--- config.mk ---
export PLATFORM = sky130hd
export DESIGN_NAME = touch_report_palm_classifier
export DESIGN_NICKNAME = d
export VERILOG_FILES = /design/src/rtl/tprc_pkg.sv /design/src/rtl/touch_report_palm_classifier.sv /design/src/rtl/tprc_fifo.sv /design/src/rtl/tprc_front.sv /design/src/rtl/tprc_back.sv
export SDC_FILE = /design/constraint.sdc
export NUM_CORES = 1
export LEC_CHECK = 0
export ABC_AREA = 1
export ABC_CLOCK_PERIOD_IN_PS = 5300
export BUFFER_PORTS_ARGS = -buffer_cell sky130_fd_sc_hd__buf_2
export CORE_ASPECT_RATIO = 2
export CORE_MARGIN = 4
export CORE_UTILIZATION = 43
export CTS_BUF_LIST = sky130_fd_sc_hd__clkbuf_4 sky130_fd_sc_hd__clkbuf_8
export DETAILED_ROUTE_END_ITERATION = 12
export PLACE_DENSITY = 0.74
export REMOVE_ABC_BUFFERS = 1
export SYNTH_ARGS = -nofsm -noshare
export SYNTH_HDL_FRONTEND = slang
export SYNTH_SLANG_ARGS = --single-unit
--- constraint.sdc ---
create_clock -name clk -period 5.3 [get_ports clk]
set_input_delay 0.53 -clock clk [delete_from_list [all_inputs] [get_ports clk]]
set_output_delay 0.53 -clock clk [all_outputs]
set_load 0.01 [all_outputs]
--- src/rtl/tprc_pkg.sv ---
// Shared types and constants for the touch report palm classifier.
`default_nettype none

package tprc_pkg;

    localparam int MAX_CONTACTS = 5;
    localparam int REPORT_BYTES = 16;
    localparam int MID_DEPTH_DEF = 2;
    localparam int OUT_DEPTH_DEF = 2;

    localparam logic [7:0] TOUCH_REPORT_ID = 8'h04;
    localparam logic [4:0] POS_SATURATE = 5'd31;

    // byte offsets inside a report
    localparam logic [4:0] POS_ID      = 5'd0;
    localparam logic [4:0] POS_FLAGS   = 5'd1;
    localparam logic [4:0] POS_X_LO    = 5'd2;
    localparam logic [4:0] POS_X_HI    = 5'd3;
    localparam logic [4:0] POS_Y_LO    = 5'd4;
    localparam logic [4:0] POS_Y_HI    = 5'd5;
    localparam logic [4:0] POS_COUNT   = 5'd8;
    localparam logic [4:0] POS_BTNSIZE = 5'd9;
    localparam logic [4:0] POS_PRES_LO = 5'd14;
    localparam logic [4:0] POS_PRES_HI = 5'd15;

    localparam logic [1:0] KIND_NONE   = 2'd0;
    localparam logic [1:0] KIND_FINGER = 2'd1;
    localparam logic [1:0] KIND_PALM   = 2'd2;

    localparam logic [0:0] REG_PALM_SIZE  = 1'b0;
    localparam logic [0:0] REG_PALM_PRESS = 1'b1;

    typedef struct packed {
        logic [7:0] data_byte;
        logic       last_byte;
    } in_item_t;

    typedef struct packed {
        logic [3:0]  contact_id;
        logic [1:0]  tool_kind;
        logic [15:0] pos_x;
        logic [15:0] pos_y;
        logic [6:0]  touch_size;
        logic [15:0] touch_pressure;
        logic        frame_end;
        logic        button_down;
    } out_item_t;

    // classified contact handed from the front to the back
    typedef struct packed {
        logic [3:0]  contact_id;
        logic [1:0]  tool_kind;
        logic [15:0] pos_x;
        logic [15:0] pos_y;
        logic [6:0]  touch_size;
        logic [15:0] touch_pressure;
        logic [7:0]  count_byte;
        logic        button_bit;
    } req_t;

    typedef struct packed {
        logic [6:0]  size_limit;
        logic [15:0] pressure_limit;
    } cfg_t;

endpackage

`default_nettype wire

--- src/rtl/touch_report_palm_classifier.sv ---
// A report's contact enters the request queue as its last byte is accepted, then the result queue.
// Throughput: one byte per cycle while the request queue (parser to frame tracker) has room;
//   a result queue decouples the result side, so stalls there only block once both fill.
// Only reports of at least 16 bytes give a contact, so results come at most one per 16 bytes.
// Reset: rst_n is asynchronous, active low; clears byte position, captured fields, frame
//   state, queues and both palm limits.
`default_nettype none

module touch_report_palm_classifier
    import tprc_pkg::*;
#(
    parameter int MID_DEPTH = MID_DEPTH_DEF,
    parameter int OUT_DEPTH = OUT_DEPTH_DEF
)
(
    input  wire logic        clk,
    input  wire logic        rst_n,
    input  wire logic        push,
    input  wire in_item_t    item,
    output logic             full,
    input  wire logic        pop,
    output out_item_t        result,
    output logic             empty,
    input  wire logic        psel,
    input  wire logic        penable,
    input  wire logic        pwrite,
    input  wire logic [2:0]  paddr,
    input  wire logic [31:0] pwdata,
    output logic      [31:0] prdata,
    output logic             pready
);

    cfg_t      cfg_reg, cfg_next;
    logic      in_accept;
    logic      req_valid, req_empty, req_pop;
    req_t      front_req;
    logic [$bits(req_t)-1:0] mid_rdata;
    logic      res_full, res_push;
    out_item_t back_res;
    logic [$bits(out_item_t)-1:0] out_rdata;
    logic      cfg_write;

    assign pready    = 1'b1;
    assign cfg_write = psel && penable && pwrite;
    assign in_accept = push && !full;

    always_comb
    begin
        cfg_next = cfg_reg;
        if (cfg_write)
        begin
            case (paddr[2])
                REG_PALM_SIZE:  cfg_next.size_limit     = pwdata[6:0];
                REG_PALM_PRESS: cfg_next.pressure_limit = pwdata[15:0];
                default:        ;
            endcase
        end
    end

    always_comb
    begin
        case (paddr[2])
            REG_PALM_SIZE:  prdata = {25'd0, cfg_reg.size_limit};
            REG_PALM_PRESS: prdata = {16'd0, cfg_reg.pressure_limit};
            default:        prdata = '0;
        endcase
    end

    always_ff @(posedge clk or negedge rst_n)
    begin
        if (!rst_n)
        begin
            cfg_reg <= '0;
        end
        else
        begin
            cfg_reg <= cfg_next;
        end
    end

    tprc_front u_front (
        .clk       (clk),
        .rst_n     (rst_n),
        .accept    (in_accept),
        .item      (item),
        .cfg       (cfg_reg),
        .req_valid (req_valid),
        .req       (front_req)
    );

    // input stalls on the request queue only
    tprc_fifo #(
        .DEPTH (MID_DEPTH),
        .WIDTH ($bits(req_t))
    ) u_req_q (
        .clk   (clk),
        .rst_n (rst_n),
        .push  (req_valid),
        .wdata (front_req),
        .pop   (req_pop),
        .rdata (mid_rdata),
        .full  (full),
        .empty (req_empty)
    );

    tprc_back u_back (
        .clk       (clk),
        .rst_n     (rst_n),
        .req_empty (req_empty),
        .req       (req_t'(mid_rdata)),
        .res_full  (res_full),
        .req_pop   (req_pop),
        .res_push  (res_push),
        .res       (back_res)
    );

    tprc_fifo #(
        .DEPTH (OUT_DEPTH),
        .WIDTH ($bits(out_item_t))
    ) u_res_q (
        .clk   (clk),
        .rst_n (rst_n),
        .push  (res_push),
        .wdata (back_res),
        .pop   (pop),
        .rdata (out_rdata),
        .full  (res_full),
        .empty (empty)
    );

    assign result = out_item_t'(out_rdata);

    a_res_no_overflow: assert property (@(posedge clk) disable iff (!rst_n)
        res_push |-> !res_full)
        else $error("result queue written while full");

    a_no_req_mid_report: assert property (@(posedge clk) disable iff (!rst_n)
        (in_accept && !item.last_byte) |-> !req_valid)
        else $error("contact request raised before end of report");

    a_inactive_zero: assert property (@(posedge clk) disable iff (!rst_n)
        (!empty && result.tool_kind == KIND_NONE) |->
        (result.pos_x == '0 && result.pos_y == '0 && result.touch_size == '0 &&
         result.touch_pressure == '0))
        else $error("inactive contact carries nonzero fields");

    a_button_frame: assert property (@(posedge clk) disable iff (!rst_n)
        (!empty && result.button_down) |-> result.frame_end)
        else $error("button bit outside frame end");

endmodule

`default_nettype wire

--- src/rtl/tprc_fifo.sv ---
// Small flip-flop queue with registered status, one push and one pop per cycle.
`default_nettype none

module tprc_fifo
    import tprc_pkg::*;
#(
    parameter int DEPTH = 2,
    parameter int WIDTH = 8
)
(
    input  wire logic             clk,
    input  wire logic             rst_n,
    input  wire logic             push,
    input  wire logic [WIDTH-1:0] wdata,
    input  wire logic             pop,
    output logic      [WIDTH-1:0] rdata,
    output logic                  full,
    output logic                  empty
);

    localparam int PW = (DEPTH > 1) ? $clog2(DEPTH) : 1;
    localparam int CW = $clog2(DEPTH + 1);
    localparam logic [PW-1:0] LAST_PTR = PW'(DEPTH - 1);
    localparam logic [CW-1:0] FULL_CNT = CW'(DEPTH);

    logic [WIDTH-1:0] mem_reg [DEPTH];
    logic [PW-1:0]    wr_ptr_reg, wr_ptr_next;
    logic [PW-1:0]    rd_ptr_reg, rd_ptr_next;
    logic [CW-1:0]    count_reg, count_next;
    logic             do_push, do_pop;

    assign do_push = push && !full;
    assign do_pop  = pop && !empty;
    assign full    = (count_reg == FULL_CNT);
    assign empty   = (count_reg == '0);
    assign rdata   = mem_reg[rd_ptr_reg];

    always_comb
    begin
        wr_ptr_next = wr_ptr_reg;
        rd_ptr_next = rd_ptr_reg;
        count_next  = count_reg;
        if (do_push)
        begin
            wr_ptr_next = (wr_ptr_reg == LAST_PTR) ? '0 : wr_ptr_reg + 1'b1;
        end
        if (do_pop)
        begin
            rd_ptr_next = (rd_ptr_reg == LAST_PTR) ? '0 : rd_ptr_reg + 1'b1;
        end
        if (do_push && !do_pop)
        begin
            count_next = count_reg + 1'b1;
        end
        else if (do_pop && !do_push)
        begin
            count_next = count_reg - 1'b1;
        end
    end

    always_ff @(posedge clk or negedge rst_n)
    begin
        if (!rst_n)
        begin
            wr_ptr_reg <= '0;
            rd_ptr_reg <= '0;
            count_reg  <= '0;
        end
        else
        begin
            wr_ptr_reg <= wr_ptr_next;
            rd_ptr_reg <= rd_ptr_next;
            count_reg  <= count_next;
        end
    end

    always_ff @(posedge clk)
    begin
        if (do_push)
        begin
            mem_reg[wr_ptr_reg] <= wdata;
        end
    end

endmodule

`default_nettype wire

--- src/rtl/tprc_front.sv ---
// Report parser: captures report bytes and classifies each accepted contact.
`default_nettype none

module tprc_front
    import tprc_pkg::*;
(
    input  wire logic     clk,
    input  wire logic     rst_n,
    input  wire logic     accept,
    input  wire in_item_t item,
    input  wire cfg_t     cfg,
    output logic          req_valid,
    output req_t          req
);

    logic [4:0]  pos_reg, pos_next;
    logic        id_reg, id_next;
    logic [7:0]  flag_reg, flag_next;
    logic [15:0] x_reg, x_next;
    logic [15:0] y_reg, y_next;
    logic [7:0]  count_reg, count_next;
    logic [7:0]  bsize_reg, bsize_next;
    logic [15:0] pres_reg, pres_next;

    logic [7:0]  b;
    logic [6:0]  size;
    logic        active, palm, long_enough;

    assign b = item.data_byte;

    always_comb
    begin
        id_next    = id_reg;
        flag_next  = flag_reg;
        x_next     = x_reg;
        y_next     = y_reg;
        count_next = count_reg;
        bsize_next = bsize_reg;
        pres_next  = pres_reg;
        case (pos_reg)
            POS_ID:      id_next    = (b == TOUCH_REPORT_ID);
            POS_FLAGS:   flag_next  = b;
            POS_X_LO:    x_next     = {x_reg[15:8], b};
            POS_X_HI:    x_next     = {b, x_reg[7:0]};
            POS_Y_LO:    y_next     = {y_reg[15:8], b};
            POS_Y_HI:    y_next     = {b, y_reg[7:0]};
            POS_COUNT:   count_next = b;
            POS_BTNSIZE: bsize_next = b;
            POS_PRES_LO: pres_next  = {pres_reg[15:8], b};
            POS_PRES_HI: pres_next  = {b, pres_reg[7:0]};
            default:     ;
        endcase

        if (item.last_byte)
        begin
            pos_next = '0;
        end
        else if (pos_reg < POS_SATURATE)
        begin
            pos_next = pos_reg + 1'b1;
        end
        else
        begin
            pos_next = pos_reg;
        end
    end

    // classification works on the values as they stand after this byte
    always_comb
    begin
        size        = bsize_next[7:1];
        active      = flag_next[1] && flag_next[0];
        long_enough = (pos_reg >= 5'(REPORT_BYTES - 1));
        palm        = ((cfg.size_limit != '0) && (size >= cfg.size_limit)) ||
                      ((cfg.pressure_limit != '0) && (pres_next >= cfg.pressure_limit));

        req_valid  = accept && item.last_byte && id_next && long_enough;

        req.contact_id     = flag_next[7:4];
        req.count_byte     = count_next;
        req.button_bit     = bsize_next[0];
        req.tool_kind      = KIND_NONE;
        req.pos_x          = '0;
        req.pos_y          = '0;
        req.touch_size     = '0;
        req.touch_pressure = '0;
        if (active)
        begin
            req.tool_kind      = palm ? KIND_PALM : KIND_FINGER;
            req.pos_x          = x_next;
            req.pos_y          = y_next;
            req.touch_size     = size;
            req.touch_pressure = pres_next;
        end
    end

    always_ff @(posedge clk or negedge rst_n)
    begin
        if (!rst_n)
        begin
            pos_reg   <= '0;
            id_reg    <= 1'b0;
            flag_reg  <= '0;
            x_reg     <= '0;
            y_reg     <= '0;
            count_reg <= '0;
            bsize_reg <= '0;
            pres_reg  <= '0;
        end
        else if (accept)
        begin
            pos_reg   <= pos_next;
            id_reg    <= id_next;
            flag_reg  <= flag_next;
            x_reg     <= x_next;
            y_reg     <= y_next;
            count_reg <= count_next;
            bsize_reg <= bsize_next;
            pres_reg  <= pres_next;
        end
    end

endmodule

`default_nettype wire

--- src/rtl/tprc_back.sv ---
// Frame tracker: counts contacts down per frame and forms the result.
`default_nettype none

module tprc_back
    import tprc_pkg::*;
(
    input  wire logic clk,
    input  wire logic rst_n,
    input  wire logic req_empty,
    input  wire req_t req,
    input  wire logic res_full,
    output logic      req_pop,
    output logic      res_push,
    output out_item_t res
);

    logic [2:0] left_reg, left_next;
    logic       frame_reg, frame_next;
    logic [2:0] start_cnt, cur_left;
    logic       fend;

    assign req_pop  = !req_empty && !res_full;
    assign res_push = req_pop;

    always_comb
    begin
        if ((req.count_byte == '0) || (req.count_byte > 8'(MAX_CONTACTS)))
        begin
            start_cnt = 3'd1;
        end
        else
        begin
            start_cnt = req.count_byte[2:0];
        end

        cur_left   = frame_reg ? left_reg : start_cnt;
        left_next  = (cur_left != '0) ? cur_left - 1'b1 : cur_left;
        fend       = (left_next == '0);
        frame_next = !fend;

        res.contact_id     = req.contact_id;
        res.tool_kind      = req.tool_kind;
        res.pos_x          = req.pos_x;
        res.pos_y          = req.pos_y;
        res.touch_size     = req.touch_size;
        res.touch_pressure = req.touch_pressure;
        res.frame_end      = fend;
        res.button_down    = fend && req.button_bit;
    end

    always_ff @(posedge clk or negedge rst_n)
    begin
        if (!rst_n)
        begin
            left_reg  <= '0;
            frame_reg <= 1'b0;
        end
        else if (req_pop)
        begin
            left_reg  <= left_next;
            frame_reg <= frame_next;
        end
    end

endmodule

`default_nettype wire
==> After elaboration in Yosys (flattened, before gate mapping) <==
Memory sizes are Yosys's and may differ from the RTL's.
Cells that the tools add are included.
{ "word_totals": {"mem_count": 2, "output_inout_bits": 98, "register_bits": 113, "elab_cells": 121, "mem_bits_rw": 266, "input_bits": 51} }
{ "mem_list": {"columns": ["name", "words", "word_bits", "read_ports", "rd_ports_with_merged_regs", "write_ports", "line", "text"], "rows": [
  ["u_req_q.mem_reg", 2, 70, 1, 0, 1, "tprc_fifo.sv:26", "logic [WIDTH-1:0] mem_reg [DEPTH];"],
  ["u_res_q.mem_reg", 2, 63, 1, 0, 1, "tprc_fifo.sv:26", null]
]} }
{ "op_classes": {"reduce_logical": 45, "eq_ne": 12, "n_bitwise": 1, "addsub": 10, "mux": 27, "magnitude_cmp": 5} }
{ "ops": {"columns": ["operator", "n"], "rows": [
  ["$pmux W16 S2", 3],
  ["$pmux W32 S2", 1],
  ["$mux W57", 1],
  ["$mux W8", 3],
  ["$eq A5 B4 Y1 const B", 4],
  ["$logic_and A1 B1 Y1", 19],
  ["$ge A16 B16 Y1", 1],
  ["$reduce_bool A16 Y1", 1],
  ["$eq A5 B2 Y1 const B", 2],
  ["$eq A5 B3 Y1 const B", 2],
  ["$mux W2", 5],
  ["$mux W5", 2],
  ["$logic_not A1 Y1", 9],
  ["$mux W1", 9],
  ["$mux W3", 3],
  ["$eq A8 B3 Y1 const B", 1],
  ["$gt A8 B3 Y1 const B", 1],
  ["$logic_not A8 Y1", 1],
  ["$reduce_and A2 Y1", 4],
  ["$ge A7 B7 Y1", 1],
  ["$reduce_bool A7 Y1", 1],
  ["$reduce_bool A2 Y1", 3],
  ["$add A5 B1 Y5 const B", 1],
  ["$eq A5 B1 Y1 const B", 1],
  ["other kinds (13)", 21]
]} }

==> Longest topological paths before layout <==
Gate-level depths: netlist of the first run.
{ "depth": {"ltp_word": 11, "depth_mapped": 20, "ltp_nobuf": 19} }

==> Hierarchy <==
Synthesis of the first run repeated with hierarchy kept, for this count alone.
{ "unflattened": {"hier_cells": 1739, "area_unflattened_um2": 17968.5} }
{ "by_module_without_submodules": {"columns": ["module", "seq_area_each_um2", "instances", "cells_per_inst", "area_each_um2"], "rows": [
  ["tprc_fifo at u_req_q", 4304.1, 1, 397, 6145.9],
  ["tprc_front", 1901.8, 1, 701, 4897.2],
  ["tprc_fifo at u_res_q", 3883.7, 1, 360, 4832.1],
  ["touch_report_palm_classifier", 575.6, 1, 166, 1282.5],
  ["tprc_back", 100.1, 1, 115, 810.8]
]} }

==> Least setup slack after synthesis of the first run <==
OpenSTA, ideal clock, no wires.
{ "synth_timing": {"path_type": "register to register", "startpoint": "register u_front.pos_reg[0]", "endpoint": "memory u_req_q.mem_reg[0][0] (netlist name) (enable)", "arrival_ns": 4.683, "synth_period_minus_slack_ns": 5.182, "path_stages_with_launch": 10, "slack_ns": 0.118, "path_cell_list": "dfrtp_1 > ha_1 > clkbuf_1 > inv_1 > nor2_1 > ha_1 > clkbuf_1 > nor3_1 > nand3b_1 > nor2_1"} }
{ "synth_via": {"elab_chain_cells": 7, "word_cells_on_any_way": 8, "cone_classes": "1 x order compare; 3 x mux; 4 x reduce/logical"} }
{ "synth_rtl": {"columns": ["item", "line", "text"], "rows": [
  ["start: declaration", "tprc_front.sv:16", "logic [4:0] pos_reg, pos_next;"],
  ["start signal: assignment", "tprc_front.sv:112", "pos_reg <= pos_next;"],
  ["branches (longest 3 deep; another with $ge A5 B4 Y1)", null, null],
  ["$logic_and A1 B1 Y1 *", "tprc_front.sv:77", "req_valid = accept && item.last_byte && id_next && long_enough;"],
  ["$logic_and A1 B1 Y1 *", "tprc_fifo.sv:32", "assign do_push = push && !full;"],
  ["$mux W1 *", "tprc_fifo.sv:79", "if (do_push)"],
  ["$mux W1 (implied by the code) *", "tprc_fifo.sv:81", "mem_reg[wr_ptr_reg] <= wdata;"],
  ["end: declaration", "tprc_fifo.sv:26", null]
]} }
Mark *: on every way between the ends.

==> metrics, run 1 <==
run status=completed; Setup WS post-layout=1.566 ns; Via density=4.933; Clock Path Buffers=3; Pre-Repair DR Iteration Count=6; Resized cells post-CTS=0; htree depth=2; final hold violations=0; Yosys cell types=41; Sink Count=377; crit-path max cell delay=0.46 ns; leakage power=8.093 nW; die area=0.04124 mm²; Die Wd=145.6 µm; Post CTS Setup Buffer Count=0; DP Worst Slack=1.625 ns; later-pin clock latency in the skew report=0.61 ns; Mapped Cells=1615; Hold WC Path Type=in -> reg; port bufs=113; Placed Area=0.01723 mm²; Rows=100; GRT Util Overall=16.77%; WS Path Type=reg -> reg; most common cell after layout, fill and taps aside=nand2_1; initial antenna violation count=2; WL final=34940 µm; RSZ-0062 raised after global routing=false; Worst setup EP type=flip-flop; # hold bufs at CTS=1; Reg power frac=44.0%; Yosys warning total=0; critical path peak fanout=11; Largest register FFs=140; Yosys reg bits=377; Die Ht=283.2 µm; Logic pwr share=34.5%; Mean Syn Cell Area=10.08 µm²; DR WL/cell=15.67 µm; fin area=0.01826 mm²; CP cell instances=ha_1 > inv_1 > nor2_1 > ha_1 > inv_1 > nor2_1 > o21ai_1 > ha_1 > nand2_1 > inv_1 > nand3_1 > nor3_1 > nand3_1 > nand3_1 > nand2_1 > nand2_1 > nor2_1; Slew @ Worst Pin=1.152 ns; core area=0.03729 mm²; cell internal pwr=0.006477 W; Worst slew margin=23.17%; Final Setup Violations=0; cts bufs inserted=49; Req. time, crit path=5.61 ns; Net Sw Frac=37.13%; GRT overflow=0; dpl hpwl=24110 µm; Seq/Total Area, Yosys=66.11%; Max Cap Viol=0; most frequent cells in the layout=nand2_1 (582), edfxtp_1 (266), inv_1 (182); area grow syn2layout=12.15%; crit path DAT=4.04 ns; largest net degree at the start of global routing=65; Mapped Area=0.01628 mm²; fin crit share=70.46%; Max IR drop VDD=0.3128 mV; post-route ant nets=0; PD cells=564.1 mW/mm²; TritonCTS clock tree=yes; I/O Pins=149; vias in the first global route=11090; Final Wtd Congestion=0.8617; Worst setup SP type=flip-flop; layout cells sized above 1=13.51%; Clock power frac=21.5%; Nets=1812; # DRC=0; Switch Pwr=0.003825 W; Worst Skew=0.02949 ns; CP max-delay cell=nor2_1; Power Total=0.01030 W; root buf cell=clkbuf_8; Slew Viols, Final=0; initial core utilization=43.67%; DR iter-0 viols=717; fmax=267.8 MHz; fill cell count=3334; Clock Pin Slew Worst Setup and Hold Paths=0.07 ns; Final Util=48.98%; final worst path period need=3.734 ns; first-pass GRT wire length=56350 µm; setup_tns=0 ns; Via Count=11000
[cell usage after synthesis, drive strengths merged]
library cell | number | area share, %
xnor2 | 2 | 0.11
a211oi | 1 | 0.046
a21oi | 29 | 0.89
conb | 2 | 0.046
ha | 33 | 2.5
clkbuf | 41 | 0.95
edfxtp | 266 | 49
nand3 | 16 | 0.55
inv | 188 | 4.3
xor2 | 5 | 0.27
mux2i | 1 | 0.061
o21ai | 136 | 4.2
clkinv | 1 | 0.023
nand2 | 585 | 14
o2111ai | 1 | 0.054
and2 | 1 | 0.038
and3 | 1 | 0.038
nand3b | 3 | 0.14
a21boi | 1 | 0.046
dfrtp | 111 | 17
nand4 | 5 | 0.19
nor4 | 4 | 0.15
a22oi | 1 | 0.077
o22ai | 33 | 1.3
a31oi | 1 | 0.038
nor2 | 104 | 2.5
o31ai | 1 | 0.046
o21a | 1 | 0.046
nor3 | 3 | 0.12
buf | 38 | 1.6
[cells by family after synthesis]
group | count (synthesis) | synth area share [%]
adders and majority gates | 33 | 2.536
buffers and inverters | 268 | 6.884
other | 2 | 0.04612
muxes | 1 | 0.06147
DFF | 377 | 66.11
AOI/OAI and AO/OA | 205 | 6.715
xor gates and xnor gates | 7 | 0.3765
and+or+nand+nor | 722 | 17.27
[through the flow]
| stage | std cells | hold WS [ns] |
|---|---|---|
| finish | 2229 | 0.1837 |
| global route | 2229 | 0.2047 |
| CTS | 2228 | 0.1616 |
| detailed placement | 2135 | 0.4654 |
| global placement | 2135 | 0.4611 |
| floorplan | 1551 | 0.2344 |
[per-layer routing]
metal | wire length (µm) | up-vias | GRT usage (%)
met4 | 1483 | 2 | 7.632
met2 | 19030 | 315 | 32.16
met3 | 1861 | 98 | 2.591
met5 | 7 | - | 0
li1 | - | 5433 | -
met1 | 12550 | 5147 | 17.82
[power groups by stage]
stage	sequential, W	combinational (W)	clock (W)
after floorplan	0.00464	0.00222	0
after global placement	0.00455	0.00350	0
after detailed placement	0.00459	0.00364	0
after CTS	0.00453	0.00365	0.00226
after global routing	0.00460	0.00409	0.00238
final	0.00453	0.00356	0.00221
[worst max-delay path: cells and delay by family (launching register included)]
kind | cells | cell delay, ns
AND/OR/NAND/NOR | 10 | 1.34
buffers and inverters | 3 | 0.24
flip-flops | 1 | 0.40
adder cells (fa/ha/maj) | 3 | 1.22
AO/OA/AOI/OAI | 1 | 0.25
[layout make-up]
type / count / area [µm²] / area share (%)
tap: 459 / 574.3 / 3.145
clock buffer: 73 / 879.6 / 4.816
sequential: 377 / 10770 / 58.96
multi-input combinational: 985 / 4492 / 24.60
timing repair buffer: 126 / 693.2 / 3.796
clock inverter: 19 / 143.9 / 0.7879
antenna: 1 / 2.502 / 0.01370
inverter: 189 / 709.4 / 3.885
[worst paths after layout]
check / start / endpoint / slack [ns] / cells after the start
worst max-delay path: u_front.pos_reg[0] / u_req_q.mem_reg[0][64] / 1.57 / 17
worst min-delay path: pwdata[3] / cfg_reg[3] / 0.18 / 3
worst max register to register: u_front.pos_reg[0] / u_req_q.mem_reg[0][64] / 1.57 / 17
worst min register to register: u_front.count_reg[2] / u_front.count_reg[2] / 0.48 / 2
max in group asynchronous: rst_n / u_res_q.rd_ptr_reg / 3.82 / 3
min in group asynchronous: rst_n / u_front.pres_reg[10] / 0.48 / 2
No activity file was read; power rests on OpenSTA's default activity.
==> run 2: changes to the inputs <==
Settings changed: ABC_CLOCK_PERIOD_IN_PS 5300 to 3800, PLACE_DENSITY 0.74 to 0.72.
Clock period 5.3 ns to 3.8 ns, I/O delays scaled along.
==> run 2 against run 1 <==
- cell count rose by 0.40%
- via count grew 0.37%
- clock skew down 0.0073 ns
- total power increased by 40%
- largest power group unchanged
- setup slack worse by 1.0 ns
- core utilization rose by 0.38 points
- combinational power increased by 40%
- largest cell class unchanged
- sequential cell count unchanged
- first-iteration DRC count fell by 16%
- design area up 0.77%
- hold slack got worse by 0.14 ns
==> metrics, run 2 (synthesized netlist as in run 1, its figures left out) <==
run status=completed; Buf/Inv on CP=4; Via density=4.931; core area=0.03729 mm²; layout cells sized above 1=13.55%; fin crit share=86.17%; Req. time, crit path=4.14 ns; PD cells=783.1 mW/mm²; critical path peak fanout=11; Resized cells post-CTS=0; vias in the first global route=11330; TritonCTS clock tree=yes; crit-path max cell delay=0.46 ns; setup_tns=0 ns; cts bufs inserted=49; Max Cap Viol=0; WS Path Type=reg -> reg; Via Count=11040; GRT Util Overall=16.87%; largest net degree at the start of global routing=68; Largest register FFs=140; Nets=1826; DR iter-0 viols=599; leakage power=8.133 nW; CP delay by family, top=simple AND/OR/NAND/NOR gates; Clock Path Buffers=3; M1 WL=12400 µm; Post-Layout Cell Count=2238; Max Used Layer=met4; area grow syn2layout=13.01%; Pre-Repair DR Iteration Count=7; metal3 WL=1920 µm; Post CTS Setup Buffer Count=0; Worst Skew=0.02214 ns; DP Worst Slack=0.5854 ns; htree depth=2; Slew Viols, Final=0; Worst setup SP type=flip-flop; Final Setup Violations=0; port bufs=113; Slew @ Worst Pin=1.133 ns; DR WL/cell=15.66 µm; first-pass GRT wire length=56610 µm; Final Wtd Congestion=0.8324; final worst path period need=3.275 ns; post-route ant nets=0; fill cell count=3338; later-pin clock latency in the skew report=0.59 ns; Worst setup EP type=flip-flop; Hold WC Path Type=in -> reg; Max IR drop VDD=0.4029 mV; WL final=35040 µm; initial core utilization=43.67%; CP max-delay cell=ha_1; # DRC=0; most common cell after layout, fill and taps aside=nand2_1; CP cell instances=ha_1 > inv_1 > nor2_1 > ha_1 > inv_1 > nor2_1 > buf_4 > o21ai_1 > ha_1 > nand2_1 > inv_1 > nand3_1 > nor3_1 > nand3_1 > nand3_1 > nand2_1 > nand2_1 > nor2_1; dpl hpwl=23640 µm; fmax=305.4 MHz; most frequent cells in the layout=nand2_1 (582), edfxtp_1 (266), inv_1 (182); Die Wd=145.6 µm; RSZ-0062 raised after global routing=false; Clock Pin Slew Worst Setup and Hold Paths=0.07 ns; Worst slew margin=24.47%; Die Ht=283.2 µm; initial antenna violation count=1; WL met2=19170 µm; final hold violations=0; Setup WS post-layout=0.5254 ns; placed cells=2145; root buf cell=clkbuf_8; crit path DAT=3.61 ns; Sink Count=377; Power Total=0.01441 W; Rows=100; I/O Pins=149; GRT overflow=0; die area=0.04124 mm²
## run 2: changes by cell type in the layout (fill, tap and decap cells not counted)
cell	change
clkinv_1	+3
clkbuf_4	-11
clkinv_2	-5
clkinvlp_4	+4
dlygate4sd3_1	+4
clkbuf_8	+2
clkinv_4	+1
buf_4	+8
bufinv_16	+1
buf_12	+2
## run 2: cell type report
class,count,area (µm²),area share [%]
antenna,1,2.502,0.01360
clock buffer,64,824.5,4.481
clock inverter,23,198.9,1.081
inverter,189,709.4,3.855
multi-input combinational,985,4492,24.41
sequential,377,10770,58.51
tap,459,574.3,3.121
timing repair buffer,140,833.3,4.528
## run 2: worst register-to-register path, stage by stage, from the launching register on
cell	delay [ns]
dfrtp_1	0.42
ha_1	0.46
inv_1	0.13
nor2_1	0.13
ha_1	0.18
inv_1	0.05
nor2_1	0.13
buf_4	0.18
o21ai_1	0.15
ha_1	0.33
nand2_1	0.06
inv_1	0.05
nand3_1	0.09
nor3_1	0.25
nand3_1	0.12
nand3_1	0.12
nand2_1	0.07
nand2_1	0.06
nor2_1	0.05
## run 2: final timing paths
| check | startpoint | endpoint | slack, ns | cells past startpoint |
|---|---|---|---|---|
| worst max-delay path | u_front.pos_reg[1] | u_req_q.mem_reg[1][64] | 0.53 | 18 |
| worst min-delay path | pwdata[12] | cfg_reg[12] | 0.04 | 3 |
| worst max register to register | u_front.pos_reg[1] | u_req_q.mem_reg[1][64] | 0.53 | 18 |
| worst min register to register | cfg_reg[17] | cfg_reg[17] | 0.48 | 2 |
| max in group asynchronous | rst_n | cfg_reg[0] | 2.43 | 3 |
| min in group asynchronous | rst_n | u_res_q.count_reg[0] | 0.42 | 2 |
## run 2: repair_timing
item	4_1_cts	5_1_grt
endpoints found under the setup margin	0	0
hold endpoints to repair	59	0
hold buffers	5	0
## run 2: power by group
| group | internal [W] | total, W | switching, W | leakage, nW |
|---|---|---|---|---|
| Combinational | 0.00154 | 0.00500 | 0.00346 | 3.67 |
| Clock | 0.00163 | 0.00309 | 0.00146 | 0.525 |
| Sequential | 0.00592 | 0.00632 | 0.000403 | 3.93 |
| Total | 0.00909 | 0.0144 | 0.00533 | 8.13 |
## run 2: through the flow
step | util (%) | instance area (µm²) | hold slack [ns]
after CTS | 49.35 | 18400 | 0.006235
after detailed placement | 46.47 | 17330 | 0.4652
final | 49.36 | 18400 | 0.04421
after floorplan | - | 15930 | 0.08441
after global routing | 49.36 | 18400 | 0.02884
after global placement | 46.47 | 17330 | 0.4618
## run 2: metal layers
layer  vias up  global-route usage (%)
met1      5158                   17.33
met3        93                   2.959
met4         0                   9.011
met2       320                   32.09
met5         -                       0
li1       5465                       -
